$ cat src/design/wced_pkg.sv
// Shared types and constants for the weight change event detector.
// Used by the register block, the tick core, the top level and the checker.
`timescale 1ns / 1ps

package wced_pkg;

  // Field widths
  localparam int WEIGHT_BITS       = 24;
  localparam int COUNTER_BITS_DEF  = 16;
  localparam int TICK_CFG_BITS     = 16;
  localparam int NOISE_BITS        = 23;
  localparam int NET_BITS          = 32;
  localparam int GRAM_SHIFT        = 4;
  localparam int GRAMS_BITS        = NET_BITS - 1 - GRAM_SHIFT;
  localparam int ADDR_BITS         = 4;
  localparam int DATA_BITS         = 32;

  // Reset values of the registers
  localparam logic [TICK_CFG_BITS-1:0] MEASURE_RESET = TICK_CFG_BITS'(40);
  localparam logic [TICK_CFG_BITS-1:0] STABLE_RESET  = TICK_CFG_BITS'(100);
  localparam logic [NOISE_BITS-1:0]    NOISE_RESET   = NOISE_BITS'(160);

  // Register indexes (byte address / 4)
  typedef enum logic [1:0] {
    REG_MEASURE = 2'd0,
    REG_STABLE  = 2'd1,
    REG_NOISE   = 2'd2
  } reg_index_t;

  // Event kinds
  typedef enum logic [1:0] {
    KIND_DRINK   = 2'd0,
    KIND_ADD     = 2'd1,
    KIND_DISCARD = 2'd2
  } volume_kind_t;

  typedef struct packed {
    logic signed [WEIGHT_BITS-1:0] weight_sample;
    logic                          lid_is_closed;
  } tick_t;

  typedef struct packed {
    logic                  lid_changed;
    logic                  lid_now_closed;
    logic                  volume_event;
    logic [1:0]            volume_kind;
    logic [GRAMS_BITS-1:0] volume_grams;
  } report_t;

  typedef struct packed {
    logic [TICK_CFG_BITS-1:0] measure_ticks;
    logic [TICK_CFG_BITS-1:0] stable_ticks;
    logic [NOISE_BITS-1:0]    noise_threshold;
  } cfg_t;

endpackage

$ cat src/design/wced_cfg.sv
// APB-style register block holding the three detector settings.
// Depends on wced_pkg for the register indexes and the settings struct.
`timescale 1ns / 1ps

module wced_cfg (
  input  logic                           clk,
  input  logic                           rst,
  input  logic                           psel,
  input  logic                           penable,
  input  logic                           pwrite,
  input  logic [wced_pkg::ADDR_BITS-1:0] paddr,
  input  logic [wced_pkg::DATA_BITS-1:0] pwdata,
  output logic [wced_pkg::DATA_BITS-1:0] prdata,
  output logic                           pready,
  output wced_pkg::cfg_t                 cfg
);

  wced_pkg::reg_index_t index;
  logic                 wr;

  assign index  = wced_pkg::reg_index_t'(paddr[3:2]);
  assign pready = 1'b1;
  assign wr     = psel & penable & pwrite;

  // Write the addressed register; drop writes to unused addresses
  always_ff @(posedge clk) begin
    if (rst) begin
      cfg.measure_ticks   <= wced_pkg::MEASURE_RESET;
      cfg.stable_ticks    <= wced_pkg::STABLE_RESET;
      cfg.noise_threshold <= wced_pkg::NOISE_RESET;
    end else if (wr) begin
      unique case (index)
        wced_pkg::REG_MEASURE: begin
          cfg.measure_ticks <= pwdata[wced_pkg::TICK_CFG_BITS-1:0];
        end
        wced_pkg::REG_STABLE: begin
          cfg.stable_ticks <= pwdata[wced_pkg::TICK_CFG_BITS-1:0];
        end
        wced_pkg::REG_NOISE: begin
          cfg.noise_threshold <= pwdata[wced_pkg::NOISE_BITS-1:0];
        end
        default: begin
        end
      endcase
    end
  end

  // Read back the addressed register
  always_comb begin
    unique case (index)
      wced_pkg::REG_MEASURE: prdata = wced_pkg::DATA_BITS'(cfg.measure_ticks);
      wced_pkg::REG_STABLE:  prdata = wced_pkg::DATA_BITS'(cfg.stable_ticks);
      wced_pkg::REG_NOISE:   prdata = wced_pkg::DATA_BITS'(cfg.noise_threshold);
      default:               prdata = '0;
    endcase
  end

endmodule

$ cat src/design/wced_core.sv
// Per-tick state and update logic: lid edges, weight sampling, net change
// accumulation and settle detection. Depends on wced_pkg.
`timescale 1ns / 1ps

module wced_core #(
  parameter int COUNTER_BITS = wced_pkg::COUNTER_BITS_DEF
) (
  input  logic              clk,
  input  logic              rst,
  input  logic              step,
  input  wced_pkg::tick_t   tick,
  input  wced_pkg::cfg_t    cfg,
  output logic              has_result,
  output wced_pkg::report_t result
);

  localparam int W    = wced_pkg::WEIGHT_BITS;
  localparam int DW   = W + 1;
  localparam int NB   = wced_pkg::NET_BITS;
  localparam int TB   = wced_pkg::TICK_CFG_BITS;
  localparam int CMPW = (COUNTER_BITS > TB) ? COUNTER_BITS : TB;
  localparam int MW   = (DW > wced_pkg::NOISE_BITS) ? DW : wced_pkg::NOISE_BITS;
  localparam int SUMW = ((NB > DW) ? NB : DW) + 1;
  localparam logic signed [SUMW-1:0] NET_POS =
    {{(SUMW-NB+1){1'b0}}, {(NB-1){1'b1}}};
  localparam logic signed [SUMW-1:0] NET_NEG = -NET_POS;

  // State
  logic                    primed;
  logic                    prev_lid;
  logic signed [W-1:0]     prev_weight;
  logic signed [NB-1:0]    net_change;
  logic [COUNTER_BITS-1:0] since_sample;
  logic [COUNTER_BITS-1:0] since_change;

  logic                    primed_next;
  logic                    prev_lid_next;
  logic signed [W-1:0]     prev_weight_next;
  logic signed [NB-1:0]    net_change_next;
  logic [COUNTER_BITS-1:0] since_sample_next;
  logic [COUNTER_BITS-1:0] since_change_next;

  // Datapath
  logic [COUNTER_BITS-1:0] sample_adv;
  logic [COUNTER_BITS-1:0] change_adv;
  logic                    sample;
  logic signed [DW-1:0]    diff;
  logic [DW-1:0]           mag;
  logic                    big;
  logic signed [SUMW-1:0]  sum;
  logic signed [SUMW-1:0]  sum_sat;
  logic signed [NB-1:0]    net_mid;
  logic [COUNTER_BITS-1:0] change_mid;
  logic                    fire;
  logic [NB-1:0]           amag;

  // Advance both tick counters, holding at full scale
  assign sample_adv = (&since_sample) ? since_sample : since_sample + 1'b1;
  assign change_adv = (&since_change) ? since_change : since_change + 1'b1;
  assign sample     = CMPW'(sample_adv) >= CMPW'(cfg.measure_ticks);

  // Weight delta and its magnitude against the noise floor
  assign diff = $signed({tick.weight_sample[W-1], tick.weight_sample})
              - $signed({prev_weight[W-1], prev_weight});
  assign mag  = diff[DW-1] ? (~diff + 1'b1) : diff;
  assign big  = MW'(mag) > MW'(cfg.noise_threshold);

  // Saturating accumulate
  assign sum = SUMW'(net_change) + SUMW'(diff);
  always_comb begin
    if (sum > NET_POS) begin
      sum_sat = NET_POS;
    end else if (sum < NET_NEG) begin
      sum_sat = NET_NEG;
    end else begin
      sum_sat = sum;
    end
  end

  assign net_mid    = (sample && big) ? sum_sat[NB-1:0] : net_change;
  assign change_mid = (sample && big) ? '0 : change_adv;

  // Settle check on the updated accumulator
  assign fire = (net_mid != '0) && (CMPW'(change_mid) >= CMPW'(cfg.stable_ticks));
  assign amag = net_mid[NB-1] ? (~net_mid + 1'b1) : net_mid;

  // Result word
  always_comb begin
    result.lid_changed    = tick.lid_is_closed != prev_lid;
    result.lid_now_closed = tick.lid_is_closed;
    result.volume_event   = fire;
    result.volume_kind    = wced_pkg::KIND_DRINK;
    result.volume_grams   = '0;
    if (fire) begin
      if (!net_mid[NB-1]) begin
        result.volume_kind = wced_pkg::KIND_ADD;
      end else if (tick.lid_is_closed) begin
        result.volume_kind = wced_pkg::KIND_DISCARD;
      end
      result.volume_grams =
        amag[wced_pkg::GRAMS_BITS+wced_pkg::GRAM_SHIFT-1:wced_pkg::GRAM_SHIFT];
    end
  end

  assign has_result = primed;

  // Next state; the first tick only primes weight and lid
  always_comb begin
    primed_next      = 1'b1;
    prev_lid_next    = tick.lid_is_closed;
    if (!primed) begin
      prev_weight_next  = tick.weight_sample;
      net_change_next   = net_change;
      since_sample_next = '0;
      since_change_next = '0;
    end else begin
      prev_weight_next  = sample ? tick.weight_sample : prev_weight;
      since_sample_next = sample ? '0 : sample_adv;
      net_change_next   = fire ? '0 : net_mid;
      since_change_next = fire ? '0 : change_mid;
    end
  end

  // Hold state; advance on each processed tick
  always_ff @(posedge clk) begin
    if (rst) begin
      primed       <= 1'b0;
      prev_lid     <= 1'b0;
      prev_weight  <= '0;
      net_change   <= '0;
      since_sample <= '0;
      since_change <= '0;
    end else if (step) begin
      primed       <= primed_next;
      prev_lid     <= prev_lid_next;
      prev_weight  <= prev_weight_next;
      net_change   <= net_change_next;
      since_sample <= since_sample_next;
      since_change <= since_change_next;
    end
  end

endmodule

$ cat src/design/weight_change_event_detector.sv
// Top level of the weight change event detector: input and report registers,
// handshake control, register block and tick core. Depends on wced_pkg.
//
//   channel  direction  handshake                 word
//   tick     in         tick_valid / tick_ready    wced_pkg::tick_t
//   report   out        report_valid / report_ready wced_pkg::report_t
//   config   in         psel/penable/pwrite/pready paddr, pwdata, prdata
//
// One tick word per cycle unless reports stall, as the tick core updates its state
// on each step; a taken tick sits in the input register, then loads the report register.
// The first tick after reset primes the stored weight and lid and gives no report.
// Synchronous reset (rst) clears valid bits and core state, restores register defaults.
// A stalled report holds the input register; a new tick is taken whenever
// the input register is empty or moves on in the same cycle.
`timescale 1ns / 1ps

module weight_change_event_detector #(
  parameter int COUNTER_BITS = wced_pkg::COUNTER_BITS_DEF
) (
  input  logic                           clk,
  input  logic                           rst,
  input  logic                           tick_valid,
  output logic                           tick_ready,
  input  wced_pkg::tick_t                tick,
  output logic                           report_valid,
  input  logic                           report_ready,
  output wced_pkg::report_t              report,
  input  logic                           psel,
  input  logic                           penable,
  input  logic                           pwrite,
  input  logic [wced_pkg::ADDR_BITS-1:0] paddr,
  input  logic [wced_pkg::DATA_BITS-1:0] pwdata,
  output logic [wced_pkg::DATA_BITS-1:0] prdata,
  output logic                           pready
);

  wced_pkg::cfg_t    cfg;
  wced_pkg::tick_t   tick_q;
  logic              tick_q_valid;
  logic              step;
  logic              has_result;
  wced_pkg::report_t result;

  wced_cfg u_cfg (
    .clk     (clk),
    .rst     (rst),
    .psel    (psel),
    .penable (penable),
    .pwrite  (pwrite),
    .paddr   (paddr),
    .pwdata  (pwdata),
    .prdata  (prdata),
    .pready  (pready),
    .cfg     (cfg)
  );

  wced_core #(
    .COUNTER_BITS (COUNTER_BITS)
  ) u_core (
    .clk        (clk),
    .rst        (rst),
    .step       (step),
    .tick       (tick_q),
    .cfg        (cfg),
    .has_result (has_result),
    .result     (result)
  );

  // Process the held tick when the report register is free or draining
  assign step       = tick_q_valid && (!report_valid || report_ready);
  assign tick_ready = !tick_q_valid || step;

  // Input register
  always_ff @(posedge clk) begin
    if (rst) begin
      tick_q_valid <= 1'b0;
    end else if (tick_ready) begin
      tick_q_valid <= tick_valid;
    end
  end

  always_ff @(posedge clk) begin
    if (tick_valid && tick_ready) begin
      tick_q <= tick;
    end
  end

  // Report register
  always_ff @(posedge clk) begin
    if (rst) begin
      report_valid <= 1'b0;
    end else if (step && has_result) begin
      report_valid <= 1'b1;
    end else if (report_ready) begin
      report_valid <= 1'b0;
    end
  end

  always_ff @(posedge clk) begin
    if (step && has_result) begin
      report <= result;
    end
  end

endmodule

$ cat config.mk
export PLATFORM = sky130hd
export DESIGN_NAME = weight_change_event_detector
export DESIGN_NICKNAME = d
export VERILOG_FILES = /design/src/design/wced_pkg.sv /design/src/design/wced_cfg.sv /design/src/design/wced_core.sv /design/src/design/weight_change_event_detector.sv
export SDC_FILE = /design/constraint.sdc
export NUM_CORES = 1
export LEC_CHECK = 0
export BUFFER_PORTS_ARGS = -buffer_cell sky130_fd_sc_hd__buf_2
export CORE_UTILIZATION = 55
export DETAILED_ROUTE_END_ITERATION = 7
export PLACE_DENSITY = 0.74
export SKIP_LAST_GASP = 1
export SLEW_MARGIN = 20
export SYNTH_ARGS = -nofsm -noshare
export SYNTH_HDL_FRONTEND = slang
export SYNTH_SLANG_ARGS = --single-unit
$ cat constraint.sdc
create_clock -name clk -period 12.6 [get_ports clk]
set_input_delay 1.89 -clock clk [delete_from_list [all_inputs] [get_ports clk]]
set_output_delay 1.89 -clock clk [all_outputs]
set_load 0.02 [all_outputs]
==> results.json, run 1 <==
{
  "dp_cells": 2343,
  "finalClockSkew_ns": 0.0105,
  "tightestPinTransition_ns": 1.11,
  "grt_setup_unrepaired": "no",
  "ctsHoldBuffers": 0,
  "io_buffers": 113,
  "leakage_nw": 6.66,
  "rr_worst_depth": 39,
  "hold_violations": 0,
  "numCtsBuffers": 23,
  "worst-r2r-setup-slack_ns": 2.44,
  "grt_pass1_vias": 12900,
  "drt-wirelength-per-cell_um": 17.1,
  "rows": 61,
  "cp_num_buf_inv": 5,
  "cpLargestDelayFamily": "compound AO/OA/AOI/OAI gates",
  "antenna-diode-count": 0,
  "synth.distinct_cells": 88,
  "yosysTopAreaCell": "dfxtp_1",
  "yosysSeqAreaShare_pct": 30.1,
  "critPathMaxStageDelay_ns": 0.83,
  "antenna_found_initial": 0,
  "slowest_stage": "a31oi_2",
  "synth_area_leaders": "dfxtp_1 19%, edfxtp_1 11%, ha_1 9.2%",
  "critPathMaxFanout": 31,
  "fmax_mhz": 98.4,
  "wl_um": 40900,
  "grt_usage_pct": 27.9,
  "drt_iter0_markers": 1246,
  "arrival_ns": 10.62,
  "min_from": "u_core.since_change[7]",
  "dp_hpwl_um": 31500,
  "via_count": 14100,
  "hold_depth": 2,
  "finalSetupViolations": 0,
  "fp.dieH_um": 170,
  "syn_area_per_cell_sq_um": 8.02,
  "drt_pre_antenna_iters": 5,
  "synth-main-ff-cell": "dfxtp_1",
  "cts.clk_slew.worst_paths_ns": 0.06,
  "end_kind": "flop",
  "regToRegStartpoint": "tick_q[1]",
  "die_w_um": 170,
  "yosys_register_bits": 204,
  "slew_violations": 0,
  "post_cts_buffers": 0,
  "worst-setup-path-type": "reg2reg",
  "slew_headroom_pct": 25.7,
  "critPathRequiredTime_ns": 13.06,
  "layout_common_cells": "257 x nand2_1, 189 x nor2_1, 155 x a21oi_1",
  "ir_drop_mv": 0.112,
  "status": "finished clean",
  "htree_levels": 1,
  "clk_path_buf_depth": 3,
  "p_per_area_mw_per_mm2": 106,
  "finalWorstPathRequiredPeriod_ns": 10.16,
  "drcViolationCount": 0,
  "grt_pass1_wl_um": 64800,
  "drive_above_1_share_pct": 10.4,
  "syn_to_final_growth_pct": 9.58,
  "async_reset_ff_share_pct": 0,
  "clk_latency_ns": 0.52,
  "postRouteAntennaNets": 0,
  "core_area_sq_mm": 0.0277,
  "min_to": "u_core.since_change[7]",
  "start_kind": "flop",
  "cts_resized": 0,
  "min_period_over_period_pct": 80.6,
  "grt_start_max_net_pins": 93,
  "gp_congestion": 0.966,
  "layout.nets": 2175,
  "clockRootBuffer": "clkbuf_16",
  "hp-class": "reg2reg",
  "cts.sinks": 204,
  "die_area_sq_mm": 0.0288,
  "vias_per_cell": 5.92,
  "yosysWarnings": 0,
  "tritoncts": "yes",
  "cap_violations": 0,
  "ios": 135,
  "synth_edf_count": 57,
  "mostFrequentLayoutCell": "nand2_1",
  "stdcell_count": 2385,
  "syn_area_sq_mm": 0.0155,
  "initial_core_util_pct": 55.8,
  "synth_cells": 1929,
  "grt_remaining_overflow": 0,
  "worst_r2r_endpoint": "u_core.net_change[2]",
  "final_core_util_pct": 61.2,
  "fin_setup_tns_ns": 0,
  "yosysTopAreaCellShare_pct": 19.0
}
-- synth_stat cells, types with 14 or more instances --
master    instances
o211ai_1         28
a22oi_1          16
inv_1           104
mux2i_1          80
nand4_1          18
a21oi_1         156
nor2b_1          20
clkbuf_1         68
and2_1           33
nand2b_1         15
xor2_1           42
edfxtp_1         57
o21a_1           24
a31oi_1          16
ha_1            114
and3_1           19
nor2_1          190
nor3_1           41
nand3_1          36
dfxtp_1         147
xnor2_1          50
nor4_1           14
nand2_1         257
maj3_1           15
o21ai_0         101
a21o_1           38
mux2_2           16
-- report_power, final --
part	internal, mW	switching (mW)	total, mW	leakage, nW
registers	0.687	0.00864	0.696	1.69
clock network	0.356	0.275	0.631	0.333
logic	0.174	0.290	0.464	4.64
total	1.22	0.574	1.79	6.66
-- sequential cells by signal, indices dropped and copies added (netlist names), 16 cells and up --
signal,cells
u_core.since_change,16
tick_q,25
u_cfg.cfg,55
u_core.since_sample,16
u_core.net_change,32
u_core.prev_weight,24
report,32
-- per-stage QoR --
stage | setup slack (ns) | total power [mW] | area (sq um) | hold slack, ns
final | 2.44 | 1.79 | 16900 | 0.471
after global routing | 1.79 | 1.87 | 16900 | 0.499
after CTS | 2.11 | 1.79 | 16900 | 0.470
after detailed placement | 2.13 | 1.16 | 16200 | 0.461
after global placement | 2.41 | 1.15 | 16200 | 0.456
after floorplan | 4.55 | 1.05 | 15500 | 0.440
-- worst max-delay path by stage --
stage	from	end	slack, ns	cells past startpoint
2_1_floorplan	tick_q[3]	report[24]	4.55	38
4_1_cts	tick_q[1]	u_core.since_change[0]	2.11	37
6_report	tick_q[1]	u_core.net_change[2]	2.44	39
3_5_place_dp	tick_q[1]	u_core.net_change[6]	2.13	37
3_3_place_gp	tick_q[1]	u_core.net_change[31]	2.41	37
5_1_grt	tick_q[1]	u_core.net_change[11]	1.79	39
-- kinds of logic (layout without fill, tap and decap cells) --
family	Yosys count	in the layout	synth area share (%)
other cells	2	10	0.0486
flops	204	204	30.1
mux	96	96	6.34
simple gates	695	695	20.9
buf+inv	203	273	5.34
fa+ha+maj	131	131	10.5
xor+xnor	92	92	5.21
compound gates	506	506	21.6
-- final cells by class --
type                    count  area (sq um)
fillers                  2521         10800
multi-input cells        1530         10000
flip-flops and latches    204          4650
repair buffers            126           686
clock buffers              27           591
well taps                 378           473
inverters                 106           398
clock inverters            14           105
-- per-layer routing --
layer	up-vias	track usage [%]	share of wire, %
li1	6993	-	-
met1	6556	38.6	46
met2	497	46.2	45
met3	78	2.50	6.2
met4	0	7.76	2.9
met5	-	0	0
-- worst min-delay path, cell delays in order, from the launching register on --
cell and delay (ns):
dfxtp_1 0.33, nand2_1 0.06, nand2_1 0.04
Note: power is estimated with default switching activity, not from simulation.
==> inputs of run 2 (changes only) <==
--- a/config.mk
+++ b/config.mk
@@ -8,7 +8,7 @@
 export BUFFER_PORTS_ARGS = -buffer_cell sky130_fd_sc_hd__buf_2
 export CORE_UTILIZATION = 55
 export DETAILED_ROUTE_END_ITERATION = 7
-export PLACE_DENSITY = 0.74
+export PLACE_DENSITY = 0.77
 export SKIP_LAST_GASP = 1
 export SLEW_MARGIN = 20
 export SYNTH_ARGS = -nofsm -noshare
==> constraint.sdc (replaced) <==
create_clock -name clk -period 8.4 [get_ports clk]
set_input_delay 1.26 -clock clk [delete_from_list [all_inputs] [get_ports clk]]
set_output_delay 1.26 -clock clk [all_outputs]
set_load 0.02 [all_outputs]
==> results.json, run 2 (synthesis gave the netlist of run 1 again) <==
{
  "ctsHoldBuffers": 0,
  "gp_congestion": 0.940,
  "cts.sinks": 204,
  "seqPwrFrac_pct": 37.4,
  "critPathMaxStageDelay_ns": 0.44,
  "hold_violations": 0,
  "postRouteAntennaNets": 0,
  "finalClockSkew_ns": 0.0142,
  "stdcell_count": 2406,
  "end_kind": "flop",
  "worst-r2r-setup-slack_ns": 0.44,
  "largest_reg_flops": 55,
  "clockRootBuffer": "clkbuf_16",
  "slowest_stage": "or3_4",
  "tritoncts": "yes",
  "grt_start_max_net_pins": 87,
  "pwr-share-clk_pct": 36.4,
  "regMostFlops": "u_cfg.cfg",
  "slew_violations": 0,
  "sw_frac_of_total_pct": 31.6,
  "tightestPinTransition_ns": 1.10,
  "grt_usage_pct": 28.8,
  "htree_levels": 1,
  "grt_remaining_overflow": 0,
  "finalSetupViolations": 0,
  "critPathMaxFanout": 12,
  "fmax_mhz": 126,
  "p_int_mw": 1.91,
  "core_area_sq_mm": 0.0277,
  "grt_setup_unrepaired": "no",
  "fp.dieH_um": 170,
  "drt_pre_antenna_iters": 6,
  "netSwitchingPower_mw": 0.882,
  "drt_iter0_markers": 1229,
  "vias_per_cell": 5.91,
  "ir_drop_mv": 0.166,
  "hp-class": "reg2reg",
  "grt_pass1_wl_um": 67000,
  "via_count": 14200,
  "cp-startpoint": "tick_q[6]",
  "cap_violations": 0,
  "regToRegStartpoint": "tick_q[6]",
  "wl_um": 41800,
  "min_period_over_period_pct": 94.7,
  "rows": 61,
  "status": "finished clean",
  "use_met3_pct": 3.50,
  "met1_usage_pct": 39.2,
  "io_buffers": 113,
  "drcViolationCount": 0,
  "p_per_area_mw_per_mm2": 162,
  "worst-setup-path-type": "reg2reg",
  "clk_path_buf_depth": 3,
  "fin_area_sq_mm": 0.0172,
  "grt_busiest_layer": "met2",
  "arrival_ns": 8.41,
  "die_area_sq_mm": 0.0288,
  "mostFrequentLayoutCell": "nand2_1",
  "clk_latency_ns": 0.52,
  "initial_core_util_pct": 55.8,
  "rr_worst_depth": 38,
  "dp_cells": 2362,
  "path_common_cell": "a21o_1",
  "dp_hpwl_um": 32300,
  "cp-endpoint": "u_core.net_change[10]",
  "drt-wirelength-per-cell_um": 17.4,
  "layout.nets": 2196,
  "fin_hold_ws_ns": 0.466,
  "antenna-diode-count": 0,
  "slew_headroom_pct": 26.6,
  "leakage_nw": 6.80,
  "combPwrFrac_pct": 26.1,
  "drive_above_1_share_pct": 12.0,
  "worst_r2r_endpoint": "u_core.net_change[10]",
  "start_kind": "flop",
  "die_w_um": 170,
  "numCtsBuffers": 23,
  "antenna_found_initial": 0,
  "largestRegisters": "u_cfg.cfg (55), report (32), u_core.net_change (32)",
  "cts.clk_slew.worst_paths_ns": 0.06,
  "syn_to_final_growth_pct": 11.5,
  "ios": 135,
  "grt_pass1_vias": 13200,
  "layout_common_cells": "257 x nand2_1, 189 x nor2_1, 154 x a21oi_1",
  "post_dp_cell_area_sq_mm": 0.0164,
  "critPathRequiredTime_ns": 8.86,
  "finalWorstPathRequiredPeriod_ns": 7.96,
  "gr-usage-met2_pct": 47.2
}
-- run 2: changes by cell type in the layout (fill, tap and decap cells not counted), sizes merged --
cell	change
buf	+21
bufinv	+2
clkbuf	-1
clkinv	+1
clkinvlp	-2
-- run 2: critical path: cells and delay by family, from the launching register on --
kind            cells  cell delay, ns
compound gates     20            3.69
simple gates        9            1.76
fa+ha+maj           3            0.96
buf+inv             4            0.71
flops               1            0.40
xor+xnor            2            0.36
-- run 2: power by group through the flow --
stage          logic (mW)  clock network, mW  registers, mW
6_report            0.730               1.02           1.04
5_1_grt             0.808               1.07           1.05
4_1_cts             0.710               1.03           1.04
3_5_place_dp        0.705                  0           1.07
3_3_place_gp        0.689                  0           1.06
2_1_floorplan       0.514                  0           1.07
-- run 2: worst min-delay path by stage --
stage / from / end / slack (ns) / depth (start not counted)
after floorplan: u_core.since_change[7] / u_core.since_change[7] / 0.44 / 2
after global placement: u_core.prev_lid / u_core.prev_lid / 0.46 / 2
after detailed placement: u_core.prev_lid / u_core.prev_lid / 0.46 / 2
after CTS: u_core.prev_lid / u_core.prev_lid / 0.47 / 2
after global routing: u_core.prev_lid / u_core.prev_lid / 0.49 / 2
final: u_core.prev_lid / u_core.prev_lid / 0.47 / 2
-- run 2: cell type report --
class                           instances  area [sq um]
Tap cell                              378           473
Timing Repair Buffer                  147           838
Fill cell                            2423         10500
Multi-Input combinational cell       1530         10100
Inverter                              106           398
Sequential cell                       204          4650
Clock inverter                         15           169
Clock buffer                           26           587
-- run 2: metrics by stage --
stage | setup TNS [ns] | total power [mW] | utilization (%) | worst slack [ns]
3_5_place_dp | -2.38 | 1.77 | 59.0 | -0.128
3_3_place_gp | 0 | 1.75 | 59.0 | 0.0927
5_1_grt | 0 | 2.92 | 62.2 | 0.0139
2_1_floorplan | 0 | 1.58 | - | 0.353
6_report | 0 | 2.79 | 62.2 | 0.445
4_1_cts | 0 | 2.78 | 61.8 | 0.0295
-- run 2: repair_timing --
item,in CTS,in global routing
pin swaps,1,3
hold endpoints to repair,0,0
buffers inserted,2,1
setup endpoints to repair,65,75
resized for setup,1,21
-- run 2: layer usage --
| metal | share of wire [%] | wire length, um | vias up |
|---|---|---|---|
| met1 | 45 | 18800 | 6624 |
| met2 | 45 | 18900 | 475 |
| met4 | 3.2 | 1330 | 0 |
| met3 | 6.6 | 2770 | 80 |
| li1 | - | - | 7041 |
| met5 | 0 | 0 | - |
